===== src/design/i2cms_pkg.sv =====
// Shared types and phase codes for the I2C master byte sequencer.
package i2cms_pkg;

  localparam int unsigned PHASE_W = 5;
  localparam int unsigned CFG_W   = 16;

  localparam logic [1:0] OP_START = 2'd0;
  localparam logic [1:0] OP_STOP  = 2'd1;
  localparam logic [1:0] OP_WRITE = 2'd2;
  localparam logic [1:0] OP_READ  = 2'd3;

  localparam logic [PHASE_W-1:0] PH_IDLE       = 5'd0;
  localparam logic [PHASE_W-1:0] PH_ST_SCL_HI  = 5'd1;
  localparam logic [PHASE_W-1:0] PH_ST_SDA_LO  = 5'd2;
  localparam logic [PHASE_W-1:0] PH_ST_SCL_LO  = 5'd3;
  localparam logic [PHASE_W-1:0] PH_ST_END     = 5'd4;
  localparam logic [PHASE_W-1:0] PH_SP_SCL_HI  = 5'd5;
  localparam logic [PHASE_W-1:0] PH_SP_SDA_HI  = 5'd6;
  localparam logic [PHASE_W-1:0] PH_SP_END     = 5'd7;
  localparam logic [PHASE_W-1:0] PH_WR_BIT     = 5'd8;
  localparam logic [PHASE_W-1:0] PH_WR_SCL_HI  = 5'd9;
  localparam logic [PHASE_W-1:0] PH_WR_SCL_LO  = 5'd10;
  localparam logic [PHASE_W-1:0] PH_WR_REL     = 5'd11;
  localparam logic [PHASE_W-1:0] PH_WR_ACK_HI  = 5'd12;
  localparam logic [PHASE_W-1:0] PH_WR_ACK_SMP = 5'd13;
  localparam logic [PHASE_W-1:0] PH_WR_END     = 5'd14;
  localparam logic [PHASE_W-1:0] PH_RD_SCL_HI  = 5'd15;
  localparam logic [PHASE_W-1:0] PH_RD_SMP     = 5'd16;
  localparam logic [PHASE_W-1:0] PH_RD_ACK_HI  = 5'd17;
  localparam logic [PHASE_W-1:0] PH_RD_ACK_LO  = 5'd18;
  localparam logic [PHASE_W-1:0] PH_RD_REL     = 5'd19;

  typedef struct packed {
    logic       cmd_valid;
    logic [1:0] operation;
    logic [7:0] write_data;
    logic       send_ack;
    logic       sda_in;
  } item_t;

  typedef struct packed {
    logic       scl_out;
    logic       sda_out;
    logic       busy_res;
    logic       done_res;
    logic [7:0] read_data;
    logic       ack_level;
  } res_t;

  function automatic logic is_end_phase(input logic [PHASE_W-1:0] p);
    return (p == PH_ST_END) || (p == PH_SP_END) || (p == PH_WR_END);
  endfunction

endpackage


===== src/design/i2cms_in_stage.sv =====
// Input register stage: captures one item and holds it until the core takes it.
module i2cms_in_stage (
  input  logic             clk,
  input  logic             rst_n,
  input  logic             in_valid,
  output logic             in_stall,
  input  i2cms_pkg::item_t in_item,
  input  logic             take,
  output logic             s1_valid,
  output i2cms_pkg::item_t s1_item
);
  import i2cms_pkg::*;

  logic  valid_r;
  item_t item_r;
  logic  load;

  assign in_stall = valid_r && !take;
  assign load     = in_valid && !in_stall;
  assign s1_valid = valid_r;
  assign s1_item  = item_r;

  always_ff @(posedge clk) begin
    if (!rst_n) begin
      valid_r <= 1'b0;
    end else if (load) begin
      valid_r <= 1'b1;
    end else if (take) begin
      valid_r <= 1'b0;
    end
  end

  always_ff @(posedge clk) begin
    if (load) begin
      item_r <= in_item;
    end
  end

endmodule


===== src/design/i2cms_core.sv =====
// Phase sequencer: state registers and the one-tick step logic.
module i2cms_core #(
  parameter int unsigned DELAY_COUNT_WIDTH = 16
) (
  input  logic                          clk,
  input  logic                          rst_n,
  input  logic                          step,
  input  i2cms_pkg::item_t              item,
  input  logic [i2cms_pkg::CFG_W-1:0]   delay_ticks,
  output i2cms_pkg::res_t               res
);
  import i2cms_pkg::*;

  localparam int unsigned DW = DELAY_COUNT_WIDTH;

  logic [PHASE_W-1:0] phase_r, phase_nxt;
  logic [2:0]         bit_r, bit_nxt;
  logic [7:0]         shift_r, shift_nxt;
  logic [DW-1:0]      dcnt_r, dcnt_nxt;
  logic               scl_r, scl_nxt;
  logic               sda_r, sda_nxt;
  logic               ack_r, ack_nxt;
  logic               choice_r, choice_nxt;
  logic [7:0]         latch_r, latch_nxt;
  logic               done;

  logic [CFG_W-1:0]   hold_m1;
  logic [31:0]        hold_ext;
  logic [DW-1:0]      load_val;
  logic [DW-1:0]      dcnt_dec;
  logic               run_hold;

  assign hold_m1  = (delay_ticks == '0) ? '0 : delay_ticks - 1'b1;
  assign hold_ext = {{(32-CFG_W){1'b0}}, hold_m1};
  assign load_val = hold_ext[DW-1:0];
  assign dcnt_dec = dcnt_r - 1'b1;

  always_comb begin
    phase_nxt  = phase_r;
    bit_nxt    = bit_r;
    shift_nxt  = shift_r;
    dcnt_nxt   = dcnt_r;
    scl_nxt    = scl_r;
    sda_nxt    = sda_r;
    ack_nxt    = ack_r;
    choice_nxt = choice_r;
    latch_nxt  = latch_r;
    done       = 1'b0;
    run_hold   = 1'b0;
    if (phase_r == PH_IDLE) begin
      if (item.cmd_valid) begin
        bit_nxt  = 3'd7;
        dcnt_nxt = load_val;
        unique case (item.operation)
          OP_START: begin
            sda_nxt   = 1'b1;
            phase_nxt = PH_ST_SCL_HI;
          end
          OP_STOP: begin
            sda_nxt   = 1'b0;
            phase_nxt = PH_SP_SCL_HI;
          end
          OP_WRITE: begin
            shift_nxt = item.write_data;
            sda_nxt   = item.write_data[7];
            phase_nxt = PH_WR_SCL_HI;
          end
          default: begin
            shift_nxt  = 8'd0;
            choice_nxt = item.send_ack;
            sda_nxt    = 1'b1;
            phase_nxt  = PH_RD_SCL_HI;
          end
        endcase
      end
    end else if (dcnt_r != '0) begin
      dcnt_nxt = dcnt_dec;
      if ((dcnt_dec == '0) && is_end_phase(phase_r)) begin
        phase_nxt = PH_IDLE;
        done      = 1'b1;
      end
    end else if (is_end_phase(phase_r)) begin
      phase_nxt = PH_IDLE;
      done      = 1'b1;
    end else begin
      run_hold = 1'b1;
      unique case (phase_r)
        PH_ST_SCL_HI: begin scl_nxt = 1'b1; phase_nxt = PH_ST_SDA_LO; end
        PH_ST_SDA_LO: begin sda_nxt = 1'b0; phase_nxt = PH_ST_SCL_LO; end
        PH_ST_SCL_LO: begin scl_nxt = 1'b0; phase_nxt = PH_ST_END; end
        PH_SP_SCL_HI: begin scl_nxt = 1'b1; phase_nxt = PH_SP_SDA_HI; end
        PH_SP_SDA_HI: begin sda_nxt = 1'b1; phase_nxt = PH_SP_END; end
        PH_WR_BIT: begin
          sda_nxt   = shift_r[bit_r];
          phase_nxt = PH_WR_SCL_HI;
        end
        PH_WR_SCL_HI: begin scl_nxt = 1'b1; phase_nxt = PH_WR_SCL_LO; end
        PH_WR_SCL_LO: begin
          scl_nxt = 1'b0;
          if (bit_r == 3'd0) begin
            phase_nxt = PH_WR_REL;
          end else begin
            bit_nxt   = bit_r - 3'd1;
            phase_nxt = PH_WR_BIT;
          end
        end
        PH_WR_REL:    begin sda_nxt = 1'b1; phase_nxt = PH_WR_ACK_HI; end
        PH_WR_ACK_HI: begin scl_nxt = 1'b1; phase_nxt = PH_WR_ACK_SMP; end
        PH_WR_ACK_SMP: begin
          ack_nxt   = item.sda_in;
          scl_nxt   = 1'b0;
          phase_nxt = PH_WR_END;
        end
        PH_RD_SCL_HI: begin scl_nxt = 1'b1; phase_nxt = PH_RD_SMP; end
        PH_RD_SMP: begin
          if (item.sda_in) begin
            shift_nxt[bit_r] = 1'b1;
          end
          scl_nxt = 1'b0;
          if (bit_r == 3'd0) begin
            sda_nxt   = !choice_r;
            phase_nxt = PH_RD_ACK_HI;
          end else begin
            bit_nxt   = bit_r - 3'd1;
            phase_nxt = PH_RD_SCL_HI;
          end
        end
        PH_RD_ACK_HI: begin scl_nxt = 1'b1; phase_nxt = PH_RD_ACK_LO; end
        PH_RD_ACK_LO: begin scl_nxt = 1'b0; phase_nxt = PH_RD_REL; end
        PH_RD_REL: begin
          run_hold  = 1'b0;
          sda_nxt   = 1'b1;
          latch_nxt = shift_r;
          phase_nxt = PH_IDLE;
          dcnt_nxt  = '0;
          done      = 1'b1;
        end
        default: begin
          run_hold  = 1'b0;
          phase_nxt = PH_IDLE;
          dcnt_nxt  = '0;
          done      = 1'b1;
        end
      endcase
      if (run_hold) begin
        dcnt_nxt = load_val;
        if (is_end_phase(phase_nxt) && (load_val == '0)) begin
          phase_nxt = PH_IDLE;
          done      = 1'b1;
        end
      end
    end
  end

  always_ff @(posedge clk) begin
    if (!rst_n) begin
      phase_r  <= PH_IDLE;
      bit_r    <= 3'd7;
      shift_r  <= 8'd0;
      dcnt_r   <= '0;
      scl_r    <= 1'b1;
      sda_r    <= 1'b1;
      ack_r    <= 1'b0;
      choice_r <= 1'b0;
      latch_r  <= 8'd0;
    end else if (step) begin
      phase_r  <= phase_nxt;
      bit_r    <= bit_nxt;
      shift_r  <= shift_nxt;
      dcnt_r   <= dcnt_nxt;
      scl_r    <= scl_nxt;
      sda_r    <= sda_nxt;
      ack_r    <= ack_nxt;
      choice_r <= choice_nxt;
      latch_r  <= latch_nxt;
    end
  end

  always_comb begin
    res.scl_out   = scl_nxt;
    res.sda_out   = sda_nxt;
    res.busy_res  = (phase_nxt != PH_IDLE);
    res.done_res  = done;
    res.read_data = latch_nxt;
    res.ack_level = ack_nxt;
  end

endmodule


===== src/design/i2cms_out_stage.sv =====
// Result register stage: holds one result until the downstream side takes it.
module i2cms_out_stage (
  input  logic            clk,
  input  logic            rst_n,
  input  logic            load,
  input  i2cms_pkg::res_t res_in,
  output logic            ready,
  output logic            out_valid,
  input  logic            out_stall,
  output i2cms_pkg::res_t res_out
);
  import i2cms_pkg::*;

  logic valid_r;
  res_t res_r;

  assign ready     = !valid_r || !out_stall;
  assign out_valid = valid_r;
  assign res_out   = res_r;

  always_ff @(posedge clk) begin
    if (!rst_n) begin
      valid_r <= 1'b0;
    end else if (ready) begin
      valid_r <= load;
    end
  end

  always_ff @(posedge clk) begin
    if (ready && load) begin
      res_r <= res_in;
    end
  end

endmodule


===== src/design/i2c_master_byte_sequencer_top.sv =====
// Top level of the I2C master byte sequencer: input stage, sequencer core, result stage.
//
//   channel | handshake          | payload
//   in_     | in_valid/in_stall  | cmd_valid, operation, write_data, send_ack, sda_in
//   out_    | out_valid/out_stall| scl_out, sda_out, busy_res, done_res, read_data, ack_level
//   cfg_    | cfg_valid/cfg_ready| delay_ticks
//
// One item in, one result out; an item is taken every cycle when the output is not stalled.
// Each item passes the input register, then the step logic into the result register.
// Synchronous active-low reset; the core's pin registers reset released high, delay_ticks resets to 5.
// A stall on the output backs up into the input stage after one held item.
module i2c_master_byte_sequencer_top #(
  parameter int unsigned DELAY_COUNT_WIDTH = 16
) (
  input  logic        clk,
  input  logic        rst_n,
  input  logic        in_valid,
  output logic        in_stall,
  input  logic        in_cmd_valid,
  input  logic [1:0]  in_operation,
  input  logic [7:0]  in_write_data,
  input  logic        in_send_ack,
  input  logic        in_sda_in,
  output logic        out_valid,
  input  logic        out_stall,
  output logic        out_scl_out,
  output logic        out_sda_out,
  output logic        out_busy_res,
  output logic        out_done_res,
  output logic [7:0]  out_read_data,
  output logic        out_ack_level,
  input  logic        cfg_valid,
  output logic        cfg_ready,
  input  logic [15:0] cfg_delay_ticks
);
  import i2cms_pkg::*;

  item_t            in_item;
  item_t            s1_item;
  logic             s1_valid;
  logic             out_ready;
  logic             step;
  res_t             core_res;
  res_t             out_res;
  logic [CFG_W-1:0] delay_ticks_r;

  assign in_item.cmd_valid  = in_cmd_valid;
  assign in_item.operation  = in_operation;
  assign in_item.write_data = in_write_data;
  assign in_item.send_ack   = in_send_ack;
  assign in_item.sda_in     = in_sda_in;

  assign step      = s1_valid && out_ready;
  assign cfg_ready = 1'b1;

  always_ff @(posedge clk) begin
    if (!rst_n) begin
      delay_ticks_r <= 16'd5;
    end else if (cfg_valid) begin
      delay_ticks_r <= cfg_delay_ticks;
    end
  end

  i2cms_in_stage u_in (
    .clk      (clk),
    .rst_n    (rst_n),
    .in_valid (in_valid),
    .in_stall (in_stall),
    .in_item  (in_item),
    .take     (out_ready),
    .s1_valid (s1_valid),
    .s1_item  (s1_item)
  );

  i2cms_core #(
    .DELAY_COUNT_WIDTH (DELAY_COUNT_WIDTH)
  ) u_core (
    .clk         (clk),
    .rst_n       (rst_n),
    .step        (step),
    .item        (s1_item),
    .delay_ticks (delay_ticks_r),
    .res         (core_res)
  );

  i2cms_out_stage u_out (
    .clk       (clk),
    .rst_n     (rst_n),
    .load      (s1_valid),
    .res_in    (core_res),
    .ready     (out_ready),
    .out_valid (out_valid),
    .out_stall (out_stall),
    .res_out   (out_res)
  );

  assign out_scl_out   = out_res.scl_out;
  assign out_sda_out   = out_res.sda_out;
  assign out_busy_res  = out_res.busy_res;
  assign out_done_res  = out_res.done_res;
  assign out_read_data = out_res.read_data;
  assign out_ack_level = out_res.ack_level;

endmodule


===== config.mk =====
export PLATFORM = sky130hd
export DESIGN_NAME = i2c_master_byte_sequencer_top
export DESIGN_NICKNAME = d
export VERILOG_FILES = /design/src/design/i2cms_pkg.sv /design/src/design/i2cms_in_stage.sv /design/src/design/i2cms_core.sv /design/src/design/i2cms_out_stage.sv /design/src/design/i2c_master_byte_sequencer_top.sv
export SDC_FILE = /design/constraint.sdc
export NUM_CORES = 1
export LEC_CHECK = 0
export BUFFER_PORTS_ARGS = -buffer_cell sky130_fd_sc_hd__buf_2
export CELL_PAD_IN_SITES_DETAIL_PLACEMENT = 0
export CELL_PAD_IN_SITES_GLOBAL_PLACEMENT = 2
export CORE_ASPECT_RATIO = 1.4
export CORE_MARGIN = 5
export CORE_UTILIZATION = 37
export CTS_CLUSTER_SIZE = 20
export DETAILED_ROUTE_END_ITERATION = 10
export GPL_ROUTABILITY_DRIVEN = 0
export GPL_TIMING_DRIVEN = 0
export PLACE_DENSITY_LB_ADDON = 0.1
export SYNTH_ARGS = -nofsm -noshare
export SYNTH_HDL_FRONTEND = slang
export SYNTH_HIERARCHICAL = 1
export SYNTH_SLANG_ARGS = --single-unit

===== constraint.sdc =====
create_clock -name clk -period 3.4 [get_ports clk]
set_clock_uncertainty 0.2 [all_clocks]
set_input_delay 0.34 -clock clk [delete_from_list [all_inputs] [get_ports clk]]
set_output_delay 0.34 -clock clk [all_outputs]
set_load 0.01 [all_outputs]

==> metrics.txt <==
Synth async-reset ratio 0; Worst setup SP type register; Vias/cell ~5.5; Peak VDD IR between 0.0002 and 0.00025 V; largest net degree at the start of global routing 19; WP buf/inv 2; antenna fix cells 0; met2 wire length between 8000 and 9000 µm; arrival time worst endpoint a little over 3 ns; I/O pins 50; Crit path largest cell delay 0.48 ns; critical path data required time between 3 and 4 ns; Tmin final ~3.2 ns; Critical Path, Cell by Cell inv_1 -> ha_1 -> or3b_1 -> buf_6 -> or4b_4 -> a211oi_2 -> o2111ai_1 -> a22oi_2 -> a211o_1 -> o2111ai_1; Setup crit end kind register; final worst path period share 0.946; Remaining Overflow, GRT 0; EDFF count, synth 26; min-delay src cfg_delay_ticks[2]; TritonCTS clock tree done; Crit path max-delay family compound AO/OA/AOI/OAI gates; Die Area approximately 17000 µm²; layout cells sized above 1 0.178; Netlist Area Pre-Place 5440 µm²; total track usage 0.189; Pins Over Slew Limit 0; overall die width 112 µm; PortBufs 47; CTS Buffer Depth 2; Pre-antenna DRT Iters 5; Core Region ~14000 µm²; Setup TNS 0 ns; Max Cap Viol 0; Comb power frac 0.283; Initial Util 0.376; sequential area share after synthesis 0.372; vias in the first global route ~4800; clock latency on the worst-skew pair 0.35 ns; Crit Path Category reg -> reg; wire length per cell 18.6 µm; DR vias between 4000 and 5000; Slew headroom 0.211; first-pass GRT wire length between 20000 and 30000 µm; DR iter-0 viols around 230; power per cell area roughly 480 nW/µm²; dpl cell area a little under 6000 µm²; initial antenna violation count 0; Clk pwr share 0.328; DRC 0; Sequential Power Share 0.389; crit path from delay_ticks_r[0]; Setup violations, final 0; Slew @ Worst Pin roughly 1.2 ns; synth unique cells 79; Max Fanout on Critical Path 9; Synth Instances slightly above 600; Reg clk slew, reported paths 0.08 ns; Final Hold Fails 0; met3 WL roughly 620 µm; nets 721; M1 wire length about 6500 µm; worst hold path class in -> reg; Peak Freq between 0.3 and 0.4 GHz; switching power around 1.1 mW; Die Y-Extent 153 µm; cell repeated most along the worst path o2111ai_1; design area between 6000 and 7000 µm²; Yosys reg bits just under 90; Post-Syn Nets about 650; Layout area overhead 17.7%; DR top layer met4; Final HPWL DP 12400 µm; status finished, final reports clean; number of sinks on the clock net 88; internal power component ~2.0 mW; slowest stage cell, crit path or4b_4; syn_area_per_cell around 9.0 µm²; clk root buf clkbuf_16; std cell rows 52; P_leak 2.51 nW; Synthesis Warnings 6; Synth Flop Type dfxtp_1; Routed WL ~16000 µm; reg2reg start delay_ticks_r[0]; Net Sw Frac 0.347; RSZ-0062 raised after global routing false; H-tree levels 3; post-route ant nets 0; total CTS buffers 9
-- worst register-to-register path, cell delays in order, from the launching register on --
cell       delay, ns
dfxtp_2         0.37
inv_1           0.09
ha_1            0.18
or3b_1          0.36
buf_6           0.15
or4b_4          0.48
a211oi_2        0.20
o2111ai_1       0.20
a22oi_2         0.40
a211o_1         0.15
o2111ai_1       0.13
-- timing repair --
| item | in CTS | in global routing |
|---|---|---|
| setup endpoints to repair | 0 | 5 |
| resized for setup | 0 | 4 |
| hold endpoints to repair | 15 | 0 |
| hold buffers | 15 | 0 |
| buffers inserted | 0 | 2 |
-- final timing paths --
check | to | depth (start not counted) | slack (ns)
max | u_out/res_out[10] | 10 | 0.18
min | delay_ticks_r[2] | 3 | 0.01
max reg2reg | u_out/res_out[10] | 10 | 0.18
min reg2reg | u_core/ack_r | 2 | 0.29
-- Yosys cell counts (10+ instances only) --
cell type	number	share of area
nor3_1	15	0.014
nor2b_1	36	0.041
o31ai_1	11	0.015
nor3b_1	12	0.017
xnor2_1	17	0.027
nor4_1	10	0.012
a21oi_1	37	0.034
mux2i_1	20	0.037
inv_1	11	0.0076
edfxtp_1	26	0.14
a22oi_1	10	0.014
nand2_1	28	0.019
or2_2	10	0.012
dfxtp_1	62	0.23
mux2_2	11	0.023
o21ai_0	30	0.028
nor2_1	47	0.032
nand3_1	10	0.0092
o211a_1	11	0.020
clkbuf_1	32	0.022
-- cell usage in the layout, fill, tap and decap left out, drive strengths merged, types with 4 or more instances in the layout --
master / netlist / final
nor3: 15 / 15
xor2: 7 / 7
nand3: 11 / 11
nand3b: 5 / 5
nor4: 13 / 13
or4: 6 / 6
a21oi: 37 / 37
o21a: 5 / 5
nor2: 50 / 50
o211a: 11 / 11
a22oi: 11 / 11
nand2b: 5 / 5
mux2: 11 / 11
buf: 18 / 67
or2: 12 / 12
o41ai: 4 / 4
o22ai: 8 / 8
a31oi: 5 / 5
nand2: 28 / 28
or3: 6 / 6
a211oi: 5 / 5
ha: 7 / 7
a21boi: 8 / 8
nand4b: 4 / 4
xnor2: 17 / 17
inv: 11 / 15
o21ai: 32 / 32
nor3b: 13 / 13
nand4: 7 / 7
clkbuf: 32 / 41
nor2b: 37 / 37
dlygate4sd3: 0 / 15
o31ai: 11 / 11
edfxtp: 26 / 26
and3: 6 / 6
mux2i: 20 / 20
dfxtp: 62 / 62
-- power groups by stage --
stage	logic, mW	registers (mW)	clock network [mW]
floorplan	0.589	1.21	0
global route	0.953	1.20	1.09
CTS	0.839	1.19	1.04
detailed placement	0.821	1.22	0
global placement	0.819	1.22	0
finish	0.869	1.19	1.01
-- state kept, by name, summed over array words and instances, names as in the netlist --
register / flops
u_core/shift_r: 8
u_out/out_valid: 1
u_core/dcnt_r: 16
u_core/choice_r: 1
u_core/latch_r: 8
u_in/s1_item: 13
u_core/sda_r: 1
u_core/phase_r: 5
u_core/bit_r: 3
delay_ticks_r: 16
u_in/s1_valid: 1
u_core/scl_r: 1
u_out/res_out: 13
u_core/ack_r: 1
-- per-layer routing --
metal  vias up  global-route usage
met2       103               0.349
met1      2273               0.219
li1       2381                   -
met5         -                   0
met4         0              0.0699
met3        25              0.0261
-- per-stage QoR --
step | utilization | instances | hold WS (ns) | setup WS, ns | power, mW
after floorplan | - | 605 | 0.239 | 0.583 | 1.79
after global placement | 0.409 | 841 | 0.268 | 0.0763 | 2.04
after detailed placement | 0.409 | 841 | 0.281 | 0.0647 | 2.04
after CTS | 0.440 | 872 | 0.00713 | 0.0330 | 3.07
after global routing | 0.443 | 874 | 0.0218 | 0.0384 | 3.24
final | 0.443 | 874 | 0.0141 | 0.182 | 3.07
-- kinds of logic after synthesis --
kind of cell               Yosys count  synth area share
AOI/OAI and AO/OA                  161             0.206
xor gates and xnor gates            24            0.0387
DFF                                 88             0.372
adders and majority gates            7            0.0161
other                                1          0.000690
muxes                               33            0.0679
and+or+nand+nor                    229             0.245
buffers and inverters               62            0.0536
-- final cells by class --
cell class | instances | area, µm²
timing repair buffer | 64 | 400
sequential | 88 | 2020
buffer | 50 | 246
inverter | 12 | 45.0
fill | 1508 | 8050
clock inverter | 7 | 72.6
multi-input combinational | 455 | 3150
clock buffer | 9 | 225
tap | 189 | 236
Power figures use the tool's default switching activity.
